### config.mk
export PLATFORM = sky130hd
export DESIGN_NAME = read_buffer_map_allocator
export DESIGN_NICKNAME = d
export VERILOG_FILES = /design/src/design/rbma_pkg.sv /design/src/design/rbma_cell.sv /design/src/design/read_buffer_map_allocator.sv
export SDC_FILE = /design/constraint.sdc
export NUM_CORES = 1
export LEC_CHECK = 0
export BUFFER_PORTS_ARGS = -buffer_cell sky130_fd_sc_hd__buf_4
export CAP_MARGIN = 20
export CELL_PAD_IN_SITES_DETAIL_PLACEMENT = 1
export CELL_PAD_IN_SITES_GLOBAL_PLACEMENT = 2
export CORE_MARGIN = 2
export CORE_UTILIZATION = 44
export CTS_CLUSTER_DIAMETER = 30
export DETAILED_ROUTE_END_ITERATION = 8
export PLACE_DENSITY = 0.92
export SKIP_LAST_GASP = 1
export SYNTH_ARGS = -nofsm -noshare
export SYNTH_HDL_FRONTEND = slang
export SYNTH_SLANG_ARGS = --single-unit
### constraint.sdc
create_clock -name i_clk -period 6.5 [get_ports i_clk]
set_clock_uncertainty 0.15 [all_clocks]
set_input_delay 1.3 -clock i_clk [delete_from_list [all_inputs] [get_ports i_clk]]
set_output_delay 1.3 -clock i_clk [all_outputs]
set_load 0.01 [all_outputs]
### src/design/rbma_pkg.sv
// Shared types and constants for the read buffer map allocator.
// No dependencies; imported by rbma_cell and read_buffer_map_allocator.
package rbma_pkg;

    localparam int FIELDS_PER_MAP = 8;   // 1..8 fields per map
    localparam int FIELD_W        = 4;
    localparam int MASK_W         = 8;
    localparam int CNT_W          = 4;
    localparam int AMT_W          = 4;
    localparam int IDX_W          = 3;   // addresses a bit of the 8-bit mask

    typedef enum logic [1:0] {
        OP_COUNT_OWNED = 2'd0,
        OP_COUNT_FREE  = 2'd1,
        OP_ALLOC       = 2'd2,
        OP_FREE        = 2'd3
    } t_opcode;

    // Request context handed from cell to cell
    typedef struct packed {
        logic                 valid;
        t_opcode              op;
        logic                 sel;
        logic [FIELD_W-1:0]   owner;
        logic [AMT_W-1:0]     remain;
        logic [CNT_W-1:0]     count;
        logic [MASK_W-1:0]    mask;
    } t_ctx;

endpackage

### src/design/rbma_cell.sv
// One field cell: holds field i of both buffer maps and updates it as a
// request context passes by. Depends on rbma_pkg.
module rbma_cell
    import rbma_pkg::*;
(
    input  logic               i_clk,
    input  logic               i_rst_n,
    input  logic [IDX_W-1:0]   i_index,
    input  t_ctx               i_ctx,
    output t_ctx               o_ctx
);

    logic [FIELD_W-1:0] r_field [2];
    t_ctx               r_ctx;

    t_ctx               n_ctx;
    logic [FIELD_W-1:0] n_field;
    logic [FIELD_W-1:0] cur;
    logic               owned;
    logic               avail;
    logic               hit;

    always_comb begin
        cur     = r_field[i_ctx.sel];
        owned   = (cur == i_ctx.owner);
        avail   = !cur[FIELD_W-1];
        n_ctx   = i_ctx;
        n_field = cur;
        hit     = 1'b0;
        if (i_ctx.valid) begin
            unique case (i_ctx.op)
                OP_COUNT_OWNED: begin
                    if (owned) n_ctx.count = i_ctx.count + CNT_W'(1);
                end
                OP_COUNT_FREE: begin
                    if (avail) n_ctx.count = i_ctx.count + CNT_W'(1);
                end
                OP_ALLOC: begin
                    if (avail && i_ctx.remain != '0) begin
                        n_field = i_ctx.owner;
                        hit     = 1'b1;
                    end
                end
                OP_FREE: begin
                    // only the enable bit drops; channel and device stay
                    if (owned && i_ctx.remain != '0) begin
                        n_field = {1'b0, cur[FIELD_W-2:0]};
                        hit     = 1'b1;
                    end
                end
            endcase
        end
        if (hit) begin
            n_ctx.remain = i_ctx.remain - AMT_W'(1);
            n_ctx.mask   = i_ctx.mask | (MASK_W'(1) << i_index);
        end
    end

    always_ff @(posedge i_clk) begin
        if (!i_rst_n) begin
            r_field[0] <= '0;
            r_field[1] <= '0;
            r_ctx      <= '0;
        end else begin
            if (hit) r_field[i_ctx.sel] <= n_field;
            r_ctx <= n_ctx;
        end
    end

    assign o_ctx = r_ctx;

endmodule

### src/design/read_buffer_map_allocator.sv
// An accepted word passes the entry register, the chain of field cells and the output register to o_valid.
// The request walks the chain of field cells, one cell per cycle.
// Only one word is in flight at a time: o_stall is high from acceptance until the result is taken;
// a new word is taken the cycle after the result leaves.
// Reset (synchronous, active low) frees every field of both maps and empties the chain.
// Top level of the allocator; depends on rbma_pkg and rbma_cell.
module read_buffer_map_allocator
    import rbma_pkg::*;
(
    input  logic              i_clk,
    input  logic              i_rst_n,
    input  logic              i_valid,
    output logic              o_stall,
    input  logic [1:0]        i_opcode,
    input  logic [3:0]        i_slot_code,
    input  logic [AMT_W-1:0]  i_amount,
    output logic              o_valid,
    input  logic              i_stall,
    output logic [CNT_W-1:0]  o_count,
    output logic              o_failed,
    output logic [MASK_W-1:0] o_changed_mask
);

    logic              r_busy;
    t_ctx              r_entry;
    logic              r_out_valid;
    logic [CNT_W-1:0]  r_count;
    logic              r_failed;
    logic [MASK_W-1:0] r_mask;

    t_ctx              chain [FIELDS_PER_MAP+1];
    logic [FIELDS_PER_MAP:0] chain_valid;
    t_ctx              last;
    logic              in_acc;
    logic              out_acc;

    assign in_acc  = i_valid && !r_busy;
    assign out_acc = r_out_valid && !i_stall;
    assign o_stall = r_busy;

    always_ff @(posedge i_clk) begin
        if (!i_rst_n) begin
            r_busy  <= 1'b0;
            r_entry <= '0;
        end else begin
            if (in_acc) r_busy <= 1'b1;
            else if (out_acc) r_busy <= 1'b0;
            r_entry.valid  <= in_acc;
            r_entry.op     <= t_opcode'(i_opcode);
            r_entry.sel    <= i_slot_code[0];
            r_entry.owner  <= {1'b1, i_slot_code[3:1]};
            r_entry.remain <= i_amount;
            r_entry.count  <= '0;
            r_entry.mask   <= '0;
        end
    end

    assign chain[0] = r_entry;

    for (genvar g = 0; g < FIELDS_PER_MAP; g++) begin : g_cell
        rbma_cell u_cell (
            .i_clk   (i_clk),
            .i_rst_n (i_rst_n),
            .i_index (IDX_W'(g)),
            .i_ctx   (chain[g]),
            .o_ctx   (chain[g+1])
        );
    end

    for (genvar v = 0; v <= FIELDS_PER_MAP; v++) begin : g_valid
        assign chain_valid[v] = chain[v].valid;
    end

    assign last = chain[FIELDS_PER_MAP];

    always_ff @(posedge i_clk) begin
        if (!i_rst_n) begin
            r_out_valid <= 1'b0;
        end else begin
            if (last.valid) r_out_valid <= 1'b1;
            else if (out_acc) r_out_valid <= 1'b0;
        end
    end

    always_ff @(posedge i_clk) begin
        if (last.valid) begin
            r_count  <= last.count;
            r_mask   <= last.mask;
            r_failed <= (last.op == OP_ALLOC || last.op == OP_FREE) && (last.remain != '0);
        end
    end

    assign o_valid        = r_out_valid;
    assign o_count        = r_count;
    assign o_failed       = r_failed;
    assign o_changed_mask = r_mask;

    // at most one request in flight along the chain
    a_one_in_flight: assert property (@(posedge i_clk) disable iff (!i_rst_n)
        $onehot0(chain_valid))
        else $error("more than one request in the cell chain");

    a_busy_covers: assert property (@(posedge i_clk) disable iff (!i_rst_n)
        (chain_valid != '0 || r_out_valid) |-> r_busy)
        else $error("request in flight while input is open");

    a_count_only: assert property (@(posedge i_clk) disable iff (!i_rst_n)
        (o_valid && o_count != '0) |-> (o_changed_mask == '0 && !o_failed))
        else $error("count result carries alloc/free status");

    a_accept_busy: assert property (@(posedge i_clk) disable iff (!i_rst_n)
        in_acc |=> r_busy && r_entry.valid)
        else $error("accepted word not entered");

endmodule

# Yosys cells after proc, flatten, opt, wreduce, memory -nomap -nowiden
# Memories as Yosys holds them, arrays and structs flattened. A register that Yosys moved wholly into a read port is not among the register bits.
# Cells that the tools add are included.
# totals
register_bits	226
ramBits	64
input_bits	14
out_inout_bits	15
elab_cells	355
memories	8
# memory_table
memory	words	word_bits	rd	rd_clocked_by_memory_dff	wr	line	rtl
g_cell[0].u_cell.r_field	2	4	1	1	2	rbma_cell.sv:13	logic [FIELD_W-1:0] r_field [2];
g_cell[1].u_cell.r_field	2	4	1	1	2	rbma_cell.sv:13	
g_cell[2].u_cell.r_field	2	4	1	1	2	rbma_cell.sv:13	
g_cell[3].u_cell.r_field	2	4	1	1	2	rbma_cell.sv:13	
g_cell[4].u_cell.r_field	2	4	1	1	2	rbma_cell.sv:13	
g_cell[5].u_cell.r_field	2	4	1	1	2	rbma_cell.sv:13	
+2 memories	--	--	--	--	--	--	
# classes
n_addsub	16
n_eq_ne	34
muxes	173
reduce_logical	57
# op_table
op	count
4-bit two-way mux	65
4-bit one-hot mux with 2 select lines	16
1-bit two-way mux	77
2-bit == test (second input constant)	18
4-bit nonzero test	9
4-bit by 1-bit adder with 4-bit output (second input constant)	8
4-bit == test	8
4-bit OR reduction	8
4-bit by 1-bit subtractor with 4-bit output (second input constant)	8
20-bit two-way mux	1
1-bit logical AND	19
2-bit by 1-bit == test with 1-bit output (second input constant)	8
2-bit zero test	8
1-bit one-hot mux with 2 select lines	8
1-bit zero test	10
8-bit two-way mux	1
7-bit two-way mux	1
6-bit two-way mux	1
5-bit two-way mux	1
2-bit nonzero test	2
3-bit two-way mux	1
2-bit two-way mux	1
1-bit logical OR	1

# Depth between registers and ports, before layout
# Gate-level depths: netlist (run 1).
# depth
ltp_word	10
depth_mapped	8
depth_no_buf	7

# Cells and area by module
# Synthesis (run 1) repeated with hierarchy kept, for this count alone.
# hier_totals
hier_cells	1160
area_unflattened_um2	12001.5
# by_module_without_submodules
mod	instances	cells_each	area_each_um2	seq_area_each_um2
rbma_cell	8	139	1401.3	720.7
read_buffer_map_allocator	1	48	790.8	670.6

# Least setup slack after synthesis (run 1)
# No wires, ideal clock.
# synth_timing
kind	input to register
start	input port i_rst_n
end	memory g_cell[6].u_cell.r_field[1][0] (enable)
setup_time_ns	0.302
arrival_ns	2.424
required_ns	6.048
setup_slack_ns	3.624
stages	5
n_path_buf	4
path_cell_list	clkbuf_8 > clkbuf_1 > buf_1 > clkbuf_1 > o21ai_0
# synth_rtl
item	line	rtl
from (decl)	read_buffer_map_allocator.sv:11	input logic i_rst_n,
to (decl)	rbma_cell.sv:13	

==> results of run 1 <==
[synth_stat cells (20+ instances only)]
cell type and n:
nand2_1 95, nand2b_1 20, inv_1 67, edfxtp_1 77, nor3b_1 24, mux2i_1 52, xnor2_1 20, dfxtp_1 174
a21oi_1 25, nand3_1 25, nor3_1 34, o21ai_0 26, and2_1 99, nor2_1 65, clkbuf_1 30
[critical path, stage by stage (launching register included)]
cell	delay, ns
dfxtp_1	0.57
mux2i_2	0.42
mux2_4	0.34
o41ai_1	0.60
nand2_1	0.49
o21ai_0	0.67
[cell type report]
class,count,area (µm²),share of cell area
Multi-Input combinational cell,675,4480,0.344
Sequential cell,251,5800,0.445
Clock buffer,61,1370,0.105
Inverter,67,251,0.0193
Tap cell,324,405,0.0311
Timing Repair Buffer,37,295,0.0227
Clock inverter,29,424,0.0326
[routing by layer]
metal	vias to the layer above	part of all wire	GRT usage
li1	3756	-	-
met1	3735	0.40	0.212
met2	124	0.54	0.369
met3	60	0.030	0.0335
met4	0	0.026	0.0692
met5	-	0	0
[power by group through the flow]
stage	Combinational [mW]	Clock (mW)	Sequential (mW)
finish	0.142	2.67	1.67
global route	0.160	2.79	1.67
CTS	0.142	2.72	1.67
detailed placement	0.139	0	1.70
global placement	0.134	0	1.70
floorplan	0.106	0	1.69
[final timing paths]
| path | start | endpoint | depth (start not counted) |
|---|---|---|---|
| setup / recovery | flop | g_cell[3].u_cell.r_field[0][3] | 5 |
| hold / removal | g_cell[7].u_cell.o_ctx[6] | o_changed_mask[6] | 0 |
| setup reg to reg | flop | g_cell[3].u_cell.r_field[0][3] | 5 |
| hold reg to reg | g_cell[7].u_cell.o_ctx[6] | o_changed_mask[6] | 0 |
[flip-flops by register name (all words and copies together) (netlist names), named ones only]
register,flops
g_cell.u_cell.r_field,64
o_valid,1
o_count,4
o_failed,1
o_stall,1
o_changed_mask,8
g_cell.u_cell.o_ctx,152
chain,12
[per-stage QoR]
stage,setup slack [ns],instances,cell area (µm²)
after CTS,2.83,1442,13000
final,2.88,1444,13000
after global placement,2.60,1352,11200
after detailed placement,2.48,1352,11200
after floorplan,3.62,1034,10700
after global routing,2.58,1444,13000
[cells by family after synthesis]
| family | after synthesis | synth area share |
|---|---|---|
| DFF | 251 | 0.541 |
| muxes | 70 | 0.0707 |
| xor gates and xnor gates | 32 | 0.0262 |
| and+or+nand+nor | 429 | 0.218 |
| AOI/OAI and AO/OA | 128 | 0.0846 |
| adders and majority gates | 16 | 0.0187 |
| buffers and inverters | 108 | 0.0405 |
==> flow_summary_export.csv, run 1 <==
group,metric,value,unit
synthesis,syn_avg_cell_area,10.4,µm²
cts,cts.sinks,251,
sta,worst_pin_slew,0.919,ns
synthesis,synth-main-ff-cell,"dfxtp_1",
layout,final_cell_mix,"dfxtp_1 (174), and2_1 (99), nand2_1 (95)",
sta,slew_violations,0,
detailed_routing,vias_per_cell,5.32,
floorplanning,dieArea,25600,µm²
layout,drive_gt1_frac,0.136,
layout,final_nets,1110,
synthesis,syn_area,10700,µm²
sta,fin_crit_sh,0.557,
power,switching_share,0.209,
power,p_leak,5.01,nW
power,power.density,344,nW/µm²
power,power.total,4.48,mW
place,hpwl,15900,µm
detailed_routing,drt_iter0_markers,390,
layout,area_delta_synth_final,21.5,%
job,maxCapViolCount,0,
power,pwr-share-seq,0.372,
synthesis,synth_top_area_share,0.325,
layout,mostFrequentLayoutCell,"dfxtp_1",
synthesis,ys_types,62,
global_route,antenna_found_initial,0,
cts,cts_setup_buffers,0,
cts,cts_buffer_depth,3,
layout,diodes,0,
synthesis,async_flop_share,0,
sta,tns,0,ns
sta,fin_crit,3.62,ns
worst_setup_path,rrSetupSlack,2.88,ns
sta,max-slew-margin-rel,0.387,
worst_setup_path,worstSetupEndpointType,"flop",
worst_setup_path,cp.arrival,3.62,ns
detailed_routing,wl_per_cell,16.8,µm
power,pwr-share-comb,0.032,
synthesis,synth-edff-count,77,
place,gp_congestion,0.775,
detailed_routing,drtPass1Iterations,4,
worst_hold_path,min_path_type,"reg2reg",
global_route,grt_overflow,0,
detailed_routing,vias,7675,
synthesis,ys_ff_latch,251,
cts,ctsHoldBuffers,0,
synthesis,synthCells,1034,
floorplanning,initial_core_util,0.444,
synthesis,synthTopCellsByArea,"dfxtp_1 (33%), edfxtp_1 (22%), and2_1 (5.8%), mux2i_1 (4.9%), nand2_1 (3.3%)",
floorplanning,rows,57,
synthesis,synth_fp_nets,1064,
power,vdd_drop_max,0.198,mV
sta,worst_hold_slack,0.249,ns
floorplanning,core-area,24100,µm²
sta,rsz0062_at_grt,"no",
worst_setup_path,crit_type,"reg2reg",
detailed_routing,ant_nets,0,
global_route,grt_util_all_layers,0.192,
global_route,grt_max_degree,89,
power,clock_power_share,0.596,
cts,cts_resized,0,
outcome,outcome,"complete, no violations",
place,numPortBuffers,28,
power,p_switching,0.935,mW
synthesis,synth_area_leader_cell,"dfxtp_1",
layout,fin_util,0.540,
power,p_int,3.55,mW
detailed_routing,drc,0,
cts,cts-root-buf,"clkbuf_16",
global_route,grt_pass1_vias,8239,
detailed_routing,routed_wl,24300,µm
layout,nFillCells,2631,
floorplanning,io-pin-count,29,
cts,path_clk_slew,0.05,ns
sta,max_freq,0.276,GHz
worst_setup_path,crit_path_start_kind,"flop",
synthesis,synth_warnings,0,
cts,cts_htree_levels,2,
cts,numCtsBuffers,48,
cts,cts_tree,"done",
global_route,grt_pass1_wl,40800,µm
synthesis,seq_area_frac_synth,0.541,
worst_setup_path,worstPathRequired,6.50,ns
sta,setup_violations,0,
floorplanning,die_x,160,µm
sta,finalHoldViolCount,0,
cts,insertion_delay,0.54,ns
worst_setup_path,worstPathMaxFanout,11,
floorplanning,fp.dieH,160,µm
No activity file was read; power rests on OpenSTA's default activity.
==> run 2: changes to the inputs <==
--- a/config.mk
+++ b/config.mk
@@ -10,10 +10,10 @@
 export CELL_PAD_IN_SITES_DETAIL_PLACEMENT = 1
 export CELL_PAD_IN_SITES_GLOBAL_PLACEMENT = 2
 export CORE_MARGIN = 2
-export CORE_UTILIZATION = 44
+export CORE_UTILIZATION = 41
 export CTS_CLUSTER_DIAMETER = 30
 export DETAILED_ROUTE_END_ITERATION = 8
-export PLACE_DENSITY = 0.92
+export PLACE_DENSITY = 0.88
 export SKIP_LAST_GASP = 1
 export SYNTH_ARGS = -nofsm -noshare
 export SYNTH_HDL_FRONTEND = slang
==> constraint.sdc (replaced) <==
create_clock -name i_clk -period 3.4 [get_ports i_clk]
set_clock_uncertainty 0.15 [all_clocks]
set_input_delay 0.68 -clock i_clk [delete_from_list [all_inputs] [get_ports i_clk]]
set_output_delay 0.68 -clock i_clk [all_outputs]
set_load 0.01 [all_outputs]
==> run 2 against run 1 <==
Net effect: non-clock buffer count up 14; sequential power up 91%; routed wire length decreased by 2.6%; critical path type unchanged; critical endpoint is now g_cell[1].u_cell.r_field[1][3].
==> flow_summary_export.csv, run 2 (synthesis gave the netlist of run 1 again) <==
group,metric,value,unit
global_route,busiest_layer,"met2",
cts,insertion_delay,0.55,ns
layout,final_cell_mix,"dfxtp_1 (174), and2_1 (99), nand2_1 (95)",
layout,mostFrequentLayoutCell,"dfxtp_1",
worst_setup_path,r2r_cells,6,
global_route,grt_overflow,0,
sta,setup_violations,0,
layout,area_delta_synth_final,21.3,%
floorplanning,fp.dieH,166,µm
worst_setup_path,cp.arrival,3.06,ns
global_route,grt_util_all_layers,0.175,
cts,ctsHoldBuffers,0,
cts,cts_htree_levels,2,
layout,largest_register_ffs,152,
global_route,grt_max_degree,94,
floorplanning,dieArea,27400,µm²
worst_setup_path,crit_path_start_kind,"flop",
place,gp_congestion,0.767,
floorplanning,core-area,25800,µm²
layout,stdcell_area,13000,µm²
sta,worst_hold_slack,0.188,ns
floorplanning,initial_core_util,0.414,
worst_setup_path,reg2reg_to,"g_cell[1].u_cell.r_field[1][3]",
global_route,grt_pass1_wl,40200,µm
sta,max_freq,0.330,GHz
cts,cts_buffer_depth,3,
cts,cts_tree,"done",
power,p_leak,5.04,nW
cts,cts_setup_buffers,0,
detailed_routing,vias,7598,
layout,fin_util,0.503,
cts,path_clk_slew,0.05,ns
power,power.total,8.09,mW
place,hpwl,16300,µm
layout,diodes,0,
detailed_routing,drc,0,
detailed_routing,wl_per_cell,16.1,µm
sta,max-slew-margin-rel,0.526,
power,vdd_drop_max,0.606,mV
worst_hold_path,min_path_type,"in2reg",
global_route,use_met2,0.326,
detailed_routing,routed_wl,23700,µm
layout,drive_gt1_frac,0.144,
global_route,met1_usage,0.197,
detailed_routing,vias_per_cell,5.16,
worst_setup_path,worstPathRequired,3.43,ns
worst_setup_path,rrSetupSlack,0.37,ns
sta,worst_pin_slew,0.702,ns
detailed_routing,drtPass1Iterations,4,
cts,cts_resized,0,
sta,slew_violations,0,
sta,worst_slack,0.371,ns
detailed_routing,ant_nets,0,
place,place_ws,0.382,ns
sta,fin_crit,3.03,ns
cts,cts-root-buf,"clkbuf_16",
power,power.density,623,nW/µm²
layout,final_nets,1126,
worst_setup_path,worstSetupEndpointType,"flop",
worst_setup_path,crit_type,"reg2reg",
global_route,grt_pass1_vias,8171,
outcome,outcome,"complete, no violations",
worst_setup_path,worstPathMaxFanout,7,
job,maxCapViolCount,0,
place,post_dp_cell_area,11400,µm²
floorplanning,rows,59,
detailed_routing,drt_iter0_markers,437,
sta,finalHoldViolCount,0,
global_route,antenna_found_initial,0,
floorplanning,io-pin-count,29,
cts,cts.sinks,251,
worst_setup_path,cp-endpoint,"g_cell[1].u_cell.r_field[1][3]",
floorplanning,die_x,166,µm
worst_hold_path,whs_path_depth,2,
layout,nFillCells,2837,
cts,numCtsBuffers,50,
layout,layoutNonFillerInstCount,1473,
place,dp_cells,1379,
sta,fin_crit_sh,0.891,
sta,rsz0062_at_grt,"no",
global_route,met3_usage,0.0330,
sta,tns,0,ns
place,numPortBuffers,28,
## run 2: changes by cell type in the layout (fill, tap and decap cells not counted), moves of 2 or more
cell,before,now
buf_4,35,49
bufinv_16,9,0
clkbuf_1,6,12
clkinv_4,6,0
clkbuf_8,3,8
clkinvlp_4,5,1
inv_6,2,6
inv_8,0,4
clkinv_2,4,7
buf_12,0,2
## run 2: final cells by class
class                      count  area (µm²)  area share
multi-input combinational    675        4480       0.345
sequential                   251        5800       0.446
timing repair buffer          51         408      0.0314
clock inverter                22         176      0.0136
tap                          335         419      0.0323
clock buffer                  72        1460       0.112
inverter                      67         251      0.0194
## run 2: metal layers
| metal | share of wire | up-vias |
|---|---|---|
| met5 | 0 | - |
| met4 | 0.026 | 0 |
| met3 | 0.032 | 54 |
| met2 | 0.52 | 96 |
| met1 | 0.42 | 3658 |
| li1 | - | 3790 |
## run 2: how the worst min path moves through the flow
| stage | startpoint | to | slack [ns] |
|---|---|---|---|
| after floorplan | g_cell[7].u_cell.o_ctx[0] | o_changed_mask[0] | 0.24 |
| after global placement | g_cell[7].u_cell.o_ctx[10] | o_count[2] | 0.24 |
| after detailed placement | g_cell[7].u_cell.o_ctx[10] | o_count[2] | 0.24 |
| after CTS | i_slot_code[3] | chain[210] | 0.17 |
| after global routing | i_amount[2] | chain[206] | 0.18 |
| final | i_slot_code[2] | chain[209] | 0.19 |
## run 2: where the power goes
part / internal (mW) / switching, mW / total [mW] / leakage [nW]
Combinational: 0.106 / 0.170 / 0.276 / 2.04
Sequential: 3.15 / 0.0438 / 3.19 / 2.19
Clock: 3.01 / 1.62 / 4.63 / 0.812
## run 2: worst max-delay path, stage by stage (launching register included)
cell and delay, ns:
dfxtp_1 0.42, mux2_2 0.39, xor2_1 0.14, or4_1 0.56, inv_1 0.23, a21oi_1 0.22
o21ai_0 0.56
